## src/nlts_pkg.sv

```systemverilog
`timescale 1ns / 1ps
// ----------------------------------------------------------------------------
// nlts_pkg
// Shared types, codes and constants for the nearest light table select block.
// ----------------------------------------------------------------------------
package nlts_pkg;

  localparam int unsigned TableDepthDefault = 64;
  localparam int unsigned MaxSelectedDefault = 3;

  localparam int unsigned InWidth = 136;   // 129 bits of fields, padded to bytes
  localparam int unsigned OutWidth = 128;  // 123 bits of fields, padded to bytes
  localparam int unsigned DistWidth = 35;  // sum of three 17-bit squares
  localparam int unsigned LifeWidth = 24;

  localparam logic [1:0] ActCreate = 2'd0;
  localparam logic [1:0] ActDelete = 2'd1;
  localparam logic [1:0] ActTick = 2'd2;
  localparam logic [1:0] ActQuery = 2'd3;

  localparam logic [1:0] StatOk = 2'd0;
  localparam logic [1:0] StatFull = 2'd1;
  localparam logic [1:0] StatNoSlot = 2'd2;

  // stored record of one light: pos x,y,z, range, power r,g,b, manual flag
  localparam int unsigned RecWidth = 16 * 7 + 1;

  // controller to datapath
  typedef struct packed {
    logic load;        // capture the input word
    logic scan_clr;    // clear counter and selection list
    logic scan_step;   // advance scan address
    logic eval;        // evaluate the entry read last cycle
    logic res_load;    // build a result word
    logic res_next;    // advance result index
  } nlts_cmd_t;

  // datapath to controller
  typedef struct packed {
    logic       scan_done;  // last address issued
    logic       res_last;   // current result is the final one
  } nlts_sts_t;

endpackage

```

## src/nlts_ctrl.sv

```systemverilog
`timescale 1ns / 1ps
// ----------------------------------------------------------------------------
// nlts_ctrl
// Sequencer: takes a word, runs the table scan, then emits the result words.
// ----------------------------------------------------------------------------
module nlts_ctrl (
  input  logic               clk_i,
  input  logic               rst_ni,
  input  logic               in_valid_i,
  output logic               in_ready_o,
  input  logic               out_ready_i,
  output logic               out_valid_o,
  input  nlts_pkg::nlts_sts_t sts_i,
  output nlts_pkg::nlts_cmd_t cmd_o
);
  import nlts_pkg::*;

  localparam logic [2:0] StIdle = 3'd0;
  localparam logic [2:0] StScan = 3'd1;
  localparam logic [2:0] StDrain = 3'd2;
  localparam logic [2:0] StBuild = 3'd3;
  localparam logic [2:0] StSend = 3'd4;

  logic [2:0] state_q, state_d;
  logic       tail_q, tail_d;  // evaluation of the previously issued address pending

  always_ff @(posedge clk_i or negedge rst_ni) begin
    if (!rst_ni) begin
      state_q <= StIdle;
      tail_q <= 1'b0;
    end else begin
      state_q <= state_d;
      tail_q <= tail_d;
    end
  end

  always_comb begin
    state_d = state_q;
    tail_d = 1'b0;
    cmd_o = '0;
    in_ready_o = 1'b0;
    out_valid_o = 1'b0;
    case (state_q)
      StIdle: begin
        in_ready_o = 1'b1;
        if (in_valid_i) begin
          cmd_o.load = 1'b1;
          cmd_o.scan_clr = 1'b1;
          state_d = StScan;
        end
      end
      StScan: begin
        cmd_o.scan_step = 1'b1;
        cmd_o.eval = tail_q;
        if (sts_i.scan_done) begin
          state_d = StDrain;
        end else begin
          tail_d = 1'b1;
        end
      end
      StDrain: begin
        cmd_o.eval = 1'b1;
        state_d = StBuild;
      end
      StBuild: begin
        cmd_o.res_load = 1'b1;
        state_d = StSend;
      end
      StSend: begin
        out_valid_o = 1'b1;
        if (out_ready_i) begin
          if (sts_i.res_last) begin
            state_d = StIdle;
          end else begin
            cmd_o.res_next = 1'b1;
            state_d = StBuild;
          end
        end
      end
      default: state_d = StIdle;
    endcase
  end

endmodule

```

## config.mk

```make
export PLATFORM = sky130hd
export DESIGN_NAME = nlts_ctrl
export DESIGN_NICKNAME = d
export VERILOG_FILES = /design/src/nlts_pkg.sv /design/src/nlts_ctrl.sv
export SDC_FILE = /design/constraint.sdc
export NUM_CORES = 1
export LEC_CHECK = 0
export ABC_AREA = 1
export BUFFER_PORTS_ARGS = -buffer_cell sky130_fd_sc_hd__buf_4
export CAP_MARGIN = 20
export CORE_AREA = 2 2 39 41
export CTS_CLUSTER_DIAMETER = 60
export DETAILED_ROUTE_END_ITERATION = 10
export DIE_AREA = 0 0 41 43
export SLEW_MARGIN = 5
export SYNTH_ARGS = -nofsm -noshare
export SYNTH_HDL_FRONTEND = slang
export SYNTH_SLANG_ARGS = --single-unit
```

## constraint.sdc

```tcl
create_clock -name clk_i -period 1.1 [get_ports clk_i]
set_clock_uncertainty 0.1 [all_clocks]
set_input_delay 0.11 -clock clk_i [delete_from_list [all_inputs] [get_ports clk_i]]
set_output_delay 0.11 -clock clk_i [all_outputs]
set_load 0.03 [all_outputs]
```

# Word level (Yosys, flattened, before mapping)
# Cells that the tools add are included.
# totals
input_bits	6
register_bits	4
out_inout_bits	8
# op_classes
n_eq_ne	7
n_reduce_logical	2
muxes	17
# op_table
op	n
one-hot mux 3 bit (5 select lines)	1
two-way mux 1 bit	9
two-way mux 3 bit	3
equality test 3 x 2 -> 1 bit, second input constant	2
two-way mux 2 bit	3
!= test 2 bit, second input constant	3
equality test 3 x 1 -> 1 bit, second input constant	1
equality test 3 bit, second input constant	1
zero test 3 bit	1
AND reduction 3 bit	1
one-hot mux 1 bit (2 select lines)	1

# Logic depth before layout (Yosys ltp)
# Gate-level depths: netlist of the first run.
# logic_depth
ltp_word	3
ltp_mapped	6
ltp_nobuf	6

# Worst setup path before layout of the first run
# OpenSTA, ideal clock, no wires.
# synth_timing
path_type	reg-to-output
startpoint	reg state_q[1]
endpoint	out cmd_o[5] in the netlist's numbering
arrival_ns	1.368
setup_slack_ns	-0.478
path_stages_with_launch	5
required_time_ns	0.890
n_path_buf	1
cell_sequence	dfrtp_1 > nor2_2 > nand2_1 > nor2_1 > buf_4
# synth_rtl
item	line	text
start: declaration	nlts_ctrl.sv:24	logic [2:0] state_q, state_d;
start signal: assignment	nlts_ctrl.sv:29	state_q <= StIdle;
start signal: assignment	nlts_ctrl.sv:32	state_q <= state_d;
end: declaration	nlts_ctrl.sv:14	output nlts_pkg::nlts_cmd_t cmd_o

==> impl_results.md, run 1 <==
- Crit Path Max Fanout: 4
- HP Class: in -> reg
- Relative slew slack: 86.9%
- Xor-xnor portion of the synthesized cell area: 0%
- Synth top cells by count: nand2_1 (9), inv_1 (8), nor2_1 (7)
- Syn Std Cell Area: 267 um2
- Top cell type's share of synthesized area: 37.6%
- PortBufs: 13
- Row count: 14
- Max-Cap Viols: 0
- Post-synthesis adder-cell area fraction: 0%
- Post-place setup slack: -0.168 ns
- Global-route wire length before repair: 1.17 mm
- Via/cell ratio: 4.12
- Post-DP HPWL: 602 um
- Final ANT Viol Nets: 0
- Chip height: 43 um
- Crit-path leading delay family: flip-flops
- CTS H-tree depth: 1
- RSZ-0062 raised after global routing: yes
- Actual slew at the worst max-slew pin: 0.195 ns
- Number of buffers created by CTS: 3
- GRT Residual Overflow: 0
- Sum of buffers and inverters on the critical path: 1
- Worst-skew pair later-pin latency: 0.24 ns
- Antenna diodes: 0
- Routed wire per std cell: 9.48 um
- Area leader, netlist: dfrtp_1
- Final GP Congestion: 0.753
- Core outline area: 1380 um2
- Final setup vio count: 12
- Max Fclk: 699 MHz
- Mux share of post-synthesis cell area: 0%
- Largest family of logic cells by synthesized area: simple AND/OR/NAND/NOR gates
- Die area: 1760 um2
- Layout cells sized above 1: 66.2%
- CP most frequent cell: nor2_4
- Seq pwr share: 17.4%
- Failing checks: negative setup slack
- Initial antenna violation count: 0
- Maximum VDD drop: 1020 uV
- Starting Density: 19.3%
- Simple-gate share of the synthesized area: 45.1%
- Cell-by-cell trace of the critical path: nor2_4 > nand3b_1 > nor2_4 > buf_6
- Pwr Total: 1810 uW
- Internal: 958 uW
- Post-Syn Nets: 46
- Leakage power: 0.000313 uW
- Number of remaining DRC errors: 0
- Sequential fraction of the synthesis area: 37.6%
- Kind of critical path: reg -> out
- Status: finished with violations
- Final hold vios: 0
- Nets: 73
- Avg Cell Area, Syn: 6.66 um2
- Tcrit/Tclk final: 130%
- Fin crit period: 1.43 ns
- Number of I/O pins: 14
- EDFF count, synth: 0
- Crit path launch type: flop
- Setup crit end kind: output pin
- Vias in the first global route: 327
- Synth Area in Compound Gates: 1.88%
- Most common cell in the netlist: nand2_1
- CTS sink count: 4
- Pin count of the biggest net entering global routing: 7
- Synth cell types: 12
- CTS Root Buffer Type: clkbuf_4
- Slowest-stage cell, CP: dfrtp_2
- Comb pwr share: 72.4%
- Yosys warns: 0
- Worst path max stage delay: 0.43 ns
- GRT Overall Usage: 10.2%
- Area growth from synthesis to layout: 112%
- Register bit total from synthesis: 4
- Routed WL: 768 um
- Fin worst setup slack: -0.331 ns
- Switching Share: 47.0%
- Asr flop ratio synth: 100%
- CP arrival: 1.22 ns
- CTS clk-pin slew, worst paths: 0.03 ns
- Net switching power: 850 uW
- Initial DRC count: 1
- Worst endpoint required time: 0.89 ns
- Clock share of power: 10.1%
- Vias after detailed routing: 334
- Power per cell area: 3200 nW/um2
- CTS Buffer Depth: 2
- DR pass1 iterations: 2
- Max Slew Vio Count: 0
- Synth Flop Type: dfrtp_1
- Die width: 41 um
- Mapped Cells: 40
- CTS tree: built
- Synth area leaders: dfrtp_1 (38%), nand2_1 (13%), inv_1 (11%)
-- layout by cell type (no fill, tap or decap), drive strengths merged --
master,synthesis,routed
buf,1,22
inv,9,9
nand2,9,9
nor2,9,9
nand3,5,5
dfrtp,4,4
clkbuf,0,3
nor3,1,1
nand3b,1,1
o21ai,1,1
dlygate4sd3,0,1
-- timing repair --
action	CTS	global route
setup buffers	1	3
gates resized for setup	12	5
pin swaps	3	2
endpoints found under the setup margin	12	12
hold buffers	1	0
endpoints found under the hold margin	4	0
-- power groups by stage --
stage | logic (uW) | clock network (uW) | registers [uW]
finish | 1310 | 183 | 315
CTS | 1190 | 192 | 309
global placement | 1040 | 0 | 290
detailed placement | 1050 | 0 | 293
floorplan | 682 | 0 | 293
global route | 1420 | 200 | 324
-- path summary, 6_finish.rpt --
path | startpoint | to | slack (ns) | cells past startpoint
setup / recovery | state_q[0] | cmd_o[0] | -0.33 | 4
hold / removal | out_ready_i | state_q[2] | 0.03 | 4
setup reg to reg | state_q[0] | state_q[1] | -0.18 | 6
hold reg to reg | state_q[2] | state_q[2] | 0.55 | 2
max in group asynchronous | rst_ni | state_q[0] | 0.69 | 2
min in group asynchronous | rst_ni | tail_q | 0.10 | 2
-- routing by layer --
metal	GRT usage [%]	share of wire (%)
met1	9.45	34
met2	16.9	57
met3	4.71	7.6
met4	6.00	1.6
met5	0	0
-- metrics by stage --
step,area [um2],hold WS [ns],setup TNS [ns],utilization [%],instances
floorplan,304,-0.286,-0.662,-,40
global placement,448,-0.192,-0.619,32.4,73
detailed placement,448,-0.191,-0.808,32.4,73
CTS,526,0.0313,-2.69,38.0,78
global route,566,0.0547,-3.68,40.9,81
finish,566,0.0287,-2.80,40.9,81
-- cell families after synthesis --
family | count (synthesis)
AOI/OAI and AO/OA | 1
buffers and inverters | 10
DFF | 4
and+or+nand+nor | 25
-- tightest hold or removal path: cells and delay by family --
kind | cells | cell delay (ns)
and+or+nand+nor | 1 | 0.03
AOI/OAI and AO/OA | 1 | 0.05
buffers and inverters | 2 | 0.14
-- registers in the layout, indices dropped and copies added (netlist names) --
name,count
state_q,3
tail_q,1
-- area by class of cell --
| class | count | area [um2] |
|---|---|---|
| clock buffers | 3 | 22.5 |
| fillers | 143 | 818 |
| inverters | 9 | 33.8 |
| multi-input cells | 26 | 180 |
| flip-flops and latches | 4 | 104 |
| well taps | 16 | 20.0 |
| repair buffers | 23 | 205 |
No activity file was read; power rests on OpenSTA's default activity.
==> inputs of run 2 (changes only) <==
--- a/config.mk
+++ b/config.mk
@@ -10,7 +10,8 @@
 export CAP_MARGIN = 20
 export CORE_AREA = 2 2 39 41
-export CTS_CLUSTER_DIAMETER = 60
+export CTS_CLUSTER_DIAMETER = 80
 export DETAILED_ROUTE_END_ITERATION = 10
 export DIE_AREA = 0 0 41 43
+export SKIP_LAST_GASP = 1
 export SLEW_MARGIN = 5
 export SYNTH_ARGS = -nofsm -noshare
--- a/constraint.sdc
+++ b/constraint.sdc
@@ -3,3 +3,3 @@
 set_input_delay 0.11 -clock clk_i [delete_from_list [all_inputs] [get_ports clk_i]]
 set_output_delay 0.11 -clock clk_i [all_outputs]
-set_load 0.03 [all_outputs]
+set_load 0.05 [all_outputs]
==> impl_results.md, run 2 (same netlist as run 1, synthesis figures left out) <==
- Pin count of the biggest net entering global routing: 7 (unchanged)
- Hold_ws: 0.0510 ns (+0.0224 ns)
- CP most frequent cell: nor2_4
- GRT Overall Usage: 9.50% (-0.68 points)
- Layout cells sized above 1: 70.0% (+3.8 points)
- Antenna diodes: 0 (unchanged)
- Net switching power: 1100 uW (+30%)
- GRT Residual Overflow: 0 (unchanged)
- HP Class: in -> reg
- Biggest regs: state_q: 3 flops, tail_q: 1 flops
- Cell-by-cell trace of the critical path: nor2_4 > nand3b_1 > nor2_4 > buf_8
- CP arrival: 1.27 ns (+0.05 ns)
- CTS Buffer Depth: 2 (unchanged)
- Chip height: 43 um (unchanged)
- Crit path launch type: flop
- Power per cell area: 3400 nW/um2 (+6.3%)
- CTS sink count: 4 (unchanged)
- Final GP Congestion: 0.691 (-8.2%)
- Worst path max stage delay: 0.43 ns (about the same)
- Final ANT Viol Nets: 0 (unchanged)
- Initial DRC count: 1 (unchanged)
- Core outline area: 1380 um2 (unchanged)
- Post-place setup slack: -0.201 ns (-0.0329 ns)
- Sum of buffers and inverters on the critical path: 1 (unchanged)
- Pwr Total: 2250 uW (+24%)
- Max Fclk: 676 MHz (-3.3%)
- Global-route wire length before repair: 1.10 mm (-6.5%)
- Tcrit/Tclk final: 135% (+4.5 points)
- Switching Share: 49.1% (+2.1 points)
- CTS H-tree depth: 1 (unchanged)
- CTS tree: built
- RSZ-0062 raised after global routing: yes
- Max FFs per register: 3 (unchanged)
- Seq pwr share: 14.0% (-3.4 points)
- Routed wire per std cell: 8.44 um (-11%)
- Clock share of power: 8.7% (-1.4 points)
- Crit Path Max Fanout: 4 (unchanged)
- DR pass1 iterations: 2 (unchanged)
- Relative slew slack: 86.5% (-0.39 points)
- Setup TNS: -3.29 ns (-0.490 ns)
- CTS clk-pin slew, worst paths: 0.04 ns (about the same)
- Kind of critical path: reg -> out
- Worst endpoint required time: 0.89 ns (about the same)
- Placed cell area: 497 um2 (+11%)
- Fin worst setup slack: -0.380 ns (-0.0491 ns)
- Final setup vio count: 12 (unchanged)
- Max Slew Vio Count: 0 (unchanged)
- Actual slew at the worst max-slew pin: 0.201 ns (+0.00589 ns)
- Final hold vios: 0 (unchanged)
- Fin crit period: 1.48 ns (+0.0491 ns)
- Filler cell count: 137 (-4.2%)
- Fin area: 662 um2 (+17%)
- Vias after detailed routing: 341 (+2.1%)
- Failing checks: negative setup slack
- Number of I/O pins: 14 (unchanged)
- Initial antenna violation count: 0 (unchanged)
- Routed WL: 726 um (-5.5%)
- Die area: 1760 um2 (unchanged)
- Crit-path leading delay family: simple AND/OR/NAND/NOR gates
- Worst-skew pair later-pin latency: 0.23 ns (about the same)
- Vias in the first global route: 308 (-5.8%)
- Number of buffers created by CTS: 3 (unchanged)
- Internal: 1140 uW (+20%)
- Starting Density: 19.3% (unchanged)
- Row count: 14 (unchanged)
- Slowest-stage cell, CP: dfrtp_2
- Setup crit end kind: output pin
- Commonest non-fill, non-tap cell in the layout: buf_4
- Max-Cap Viols: 0 (unchanged)
- Comb pwr share: 77.3% (+4.9 points)
- Most frequent cells in the layout: buf_4 (13), buf_6 (7), buf_8 (6)
- Nets: 77 (+5.5%)
- Leakage power: 0.000339 uW (+8.3%)
- Number of remaining DRC errors: 0 (unchanged)
- PortBufs: 13 (unchanged)
- Status: finished with violations
- Via/cell ratio: 3.97 (-3.8%)
- Maximum VDD drop: 1200 uV (+17%)
- Die width: 41 um (unchanged)
- CTS Root Buffer Type: clkbuf_4
- Area growth from synthesis to layout: 148%
- Largest Register: state_q
run 2: area by class of cell:
| cell class | count | area, um2 | share of cell area, % |
|---|---|---|---|
| clock buffers | 4 | 26.3 | 3.97 |
| inverters | 9 | 41.3 | 6.24 |
| multi-input cells | 26 | 194 | 29.3 |
| flip-flops and latches | 4 | 104 | 15.7 |
| well taps | 16 | 20.0 | 3.02 |
| repair buffers | 27 | 277 | 41.8 |
run 2: power groups by stage:
stage | Combinational, uW | Clock [uW] | Sequential, uW
floorplan | 897 | 0 | 307
global placement | 1370 | 0 | 286
detailed placement | 1370 | 0 | 289
CTS | 1610 | 207 | 300
global route | 1860 | 217 | 324
finish | 1740 | 196 | 315
run 2: routing by layer:
layer | up-vias | part of all wire [%] | global-route usage [%]
li1 | 178 | - | -
met1 | 153 | 37 | 10.2
met2 | 10 | 57 | 15.0
met3 | 0 | 5.9 | 1.57
met4 | 0 | 0 | 8.00
met5 | - | 0 | 0
run 2: timing repair:
action | 4_1_cts | 5_1_grt
hold buffers | 1 | 0
pin swaps | 7 | 4
setup endpoints to repair | 11 | 12
gates resized for setup | 16 | 11
setup buffers | 2 | 2
endpoints found under the hold margin | 4 | 0
run 2: worst paths after layout:
path,start,to,cells past startpoint,slack (ns)
worst max-delay path,state_q[0],cmd_o[0],4,-0.38
worst min-delay path,out_ready_i,state_q[2],4,0.05
worst max register to register,state_q[0],state_q[1],7,-0.34
worst min register to register,state_q[2],state_q[2],2,0.60
max in group asynchronous,rst_ni,state_q[1],2,0.69
min in group asynchronous,rst_ni,state_q[0],2,0.10
run 2: through the flow:
stage,utilization [%],std cells
global route,47.8,86
finish,47.8,86
global placement,35.9,77
floorplan,-,40
CTS,44.2,84
detailed placement,35.9,77
run 2: worst min-delay path, cell delays in order:
cell	delay (ns)
buf_4	0.10
nor2_4	0.04
inv_2	0.04
o21ai_1	0.06
==> inputs of run 3 (changes only) <==
Settings changed: CELL_PAD_IN_SITES_DETAIL_PLACEMENT set to 0, CELL_PAD_IN_SITES_GLOBAL_PLACEMENT set to 2, CORE_AREA 2 2 39 41 to not set, CORE_UTILIZATION set to 17, DIE_AREA 0 0 41 43 to not set, PLACE_DENSITY_LB_ADDON set to 0.1.
==> impl_results.md, run 3 (same netlist as run 1, synthesis figures left out) <==
- Routed wire per std cell: 10.2 um (+21%)
- HP Class: in -> reg
- Area growth from synthesis to layout: 163%
- GRT Overall Usage: 11.8% (+2.3 points)
- Setup crit end kind: output pin
- Biggest regs: state_q: 3 flops, tail_q: 1 flops
- Power per cell area: 3450 nW/um2 (+1.5%)
- Reg area: 101 um2 (-2.4%)
- Initial DRC count: 2 (+1)
- Relative slew slack: 87.8% (+1.3 points)
- CTS sink count: 4 (unchanged)
- Most frequent cells in the layout: buf_4 (17), buf_6 (8), nor2_4 (5)
- Maximum VDD drop: 1340 uV (+12%)
- Global-route wire length before repair: 1.53 mm (+40%)
- Tcrit/Tclk final: 135% (+0.92 points)
- Antenna diodes: 0 (unchanged)
- Routed WL: 897 um (+24%)
- Setup TNS: -3.62 ns (-0.324 ns)
- Max Fclk: 671 MHz (-0.68%)
- Max-Cap Viols: 0 (unchanged)
- Crit path launch type: flop
- Crit Path Max Fanout: 3 (-1)
- Kind of critical path: reg -> out
- CTS H-tree depth: 1 (unchanged)
- Row count: 13 (-1)
- Starting Density: 19.3% (about the same)
- CTS Buffer Depth: 2 (unchanged)
- Number of remaining DRC errors: 0 (unchanged)
- Hold_ws: 0.0588 ns (+0.00777 ns)
- Largest Register: state_q
- Failing checks: negative setup slack
- Cell Count Post-Placement: 76 (-1.3%)
- Number of I/O pins: 14 (unchanged)
- Fin area: 701 um2 (+5.9%)
- Worst-skew pair later-pin latency: 0.24 ns (about the same)
- Vias after detailed routing: 369 (+8.2%)
- CP arrival: 1.28 ns (about the same)
- Chip height: 41.6 um (-3.3%)
- DR pass1 iterations: 4 (+2)
- FF-to-FF path depth: 9 (+2)
- Area of the multi-input gates: 225 um2 (+16%)
- Die area: 1730 um2 (-1.9%)
- Actual slew at the worst max-slew pin: 0.182 ns (-0.0194 ns)
- Fin worst setup slack: -0.390 ns (-0.0101 ns)
- Hold Crit Depth: 4 (unchanged)
- Max Slew Vio Count: 0 (unchanged)
- Switching Share: 49.4% (+0.29 points)
- Worst endpoint required time: 0.89 ns (about the same)
- Layout cells sized above 1: 75.3% (+5.3 points)
- Net switching power: 1190 uW (+8.0%)
- CTS clk-pin slew, worst paths: 0.04 ns (about the same)
- Via/cell ratio: 4.19 (+5.8%)
- Final GP Congestion: 0.734 (+6.2%)
- Initial antenna violation count: 0 (unchanged)
- Layout Cells excl Fill: 88 (+2.3%)
- Internal: 1220 uW (+6.8%)
- Commonest non-fill, non-tap cell in the layout: buf_4
- Number of buffers created by CTS: 3 (unchanged)
- CTS Root Buffer Type: clkbuf_4
- Filler cell count: 142 (+3.6%)
- Core outline area: 1380 um2 (about the same)
- Vias in the first global route: 385 (+25%)
- Final ANT Viol Nets: 0 (unchanged)
- Nets: 80 (+3.9%)
- Final setup vio count: 12 (unchanged)
- Seq pwr share: 11.8% (-2.2 points)
- Clock share of power: 8.4% (-0.3 points)
- Fin crit period: 1.49 ns (+0.0101 ns)
- Leakage power: 0.000363 uW (+7.3%)
- Die width: 41.6 um (+1.5%)
- Post-DP HPWL: 639 um
- Pin count of the biggest net entering global routing: 6 (-1)
- RSZ-0062 raised after global routing: yes
- Final hold vios: 0 (unchanged)
- CTS tree: built
- PortBufs: 13 (unchanged)
- GRT Residual Overflow: 0 (unchanged)
- Max FFs per register: 3 (unchanged)
- Final core utilization: 50.7% (+2.8 points)
- Status: finished with violations
- Placed cell area: 495 um2 (-0.25%)
- Comb pwr share: 79.8% (+2.5 points)
run 3: cell types whose count changed in the layout (fill, tap and decap cells not counted), sizes merged:
cell  change
buf       +3
run 3: path summary, 6_finish.rpt:
| check | slack, ns | from | to |
|---|---|---|---|
| max | -0.39 | state_q[0] | cmd_o[0] |
| min | 0.06 | out_ready_i | state_q[2] |
| max reg2reg | -0.31 | state_q[0] | state_q[0] |
| min reg2reg | 0.58 | state_q[2] | state_q[1] |
| max in group asynchronous | 0.69 | rst_ni | state_q[0] |
| min in group asynchronous | 0.10 | rst_ni | state_q[1] |
run 3: worst max-delay path: stages (launching register included):
cell and delay [ns]:
dfrtp_1 0.40, nor2_2 0.13, buf_4 0.12, nand3b_1 0.13
nor2_4 0.11, buf_6 0.16
run 3: stage by stage:
stage / power [uW] / setup slack, ns
finish: 2420 / -0.390
detailed placement: 1660 / -0.189
global placement: 1650 / -0.170
floorplan: 1200 / -0.399
CTS: 2180 / -0.420
global route: 2580 / -0.461
run 3: what timing repair did:
item / 4_1_cts / 5_1_grt
endpoints found under the setup margin: 12 / 12
setup buffers: 10 / 5
hold buffers: 1 / 0
gates cloned: 0 / 0
pin swaps: 8 / 9
endpoints found under the hold margin: 4 / 0
resized for setup: 17 / 12
run 3: per-layer routing:
metal,track usage [%],wire [um],share of wire (%),vias to the layer above
li1,-,-,-,185
met1,12.1,316,35,173
met2,20.6,529,59,9
met3,3.48,36,4.0,2
met4,7.74,14,1.6,0
met5,0,0,0,-
run 3: final cells by class:
cell class                      instances  area share, %
Inverter                                9           5.89
Timing Repair Buffer                   30           41.1
Multi-Input combinational cell         26           32.1
Sequential cell                         4           14.5
Tap cell                               15           2.68
Clock buffer                            4           3.75
run 3: power by group through the flow:
stage	Clock [uW]	Sequential (uW)	Combinational [uW]
finish	202	286	1930
global placement	0	299	1350
global route	224	301	2060
detailed placement	0	300	1360
floorplan	0	307	897
CTS	209	284	1690
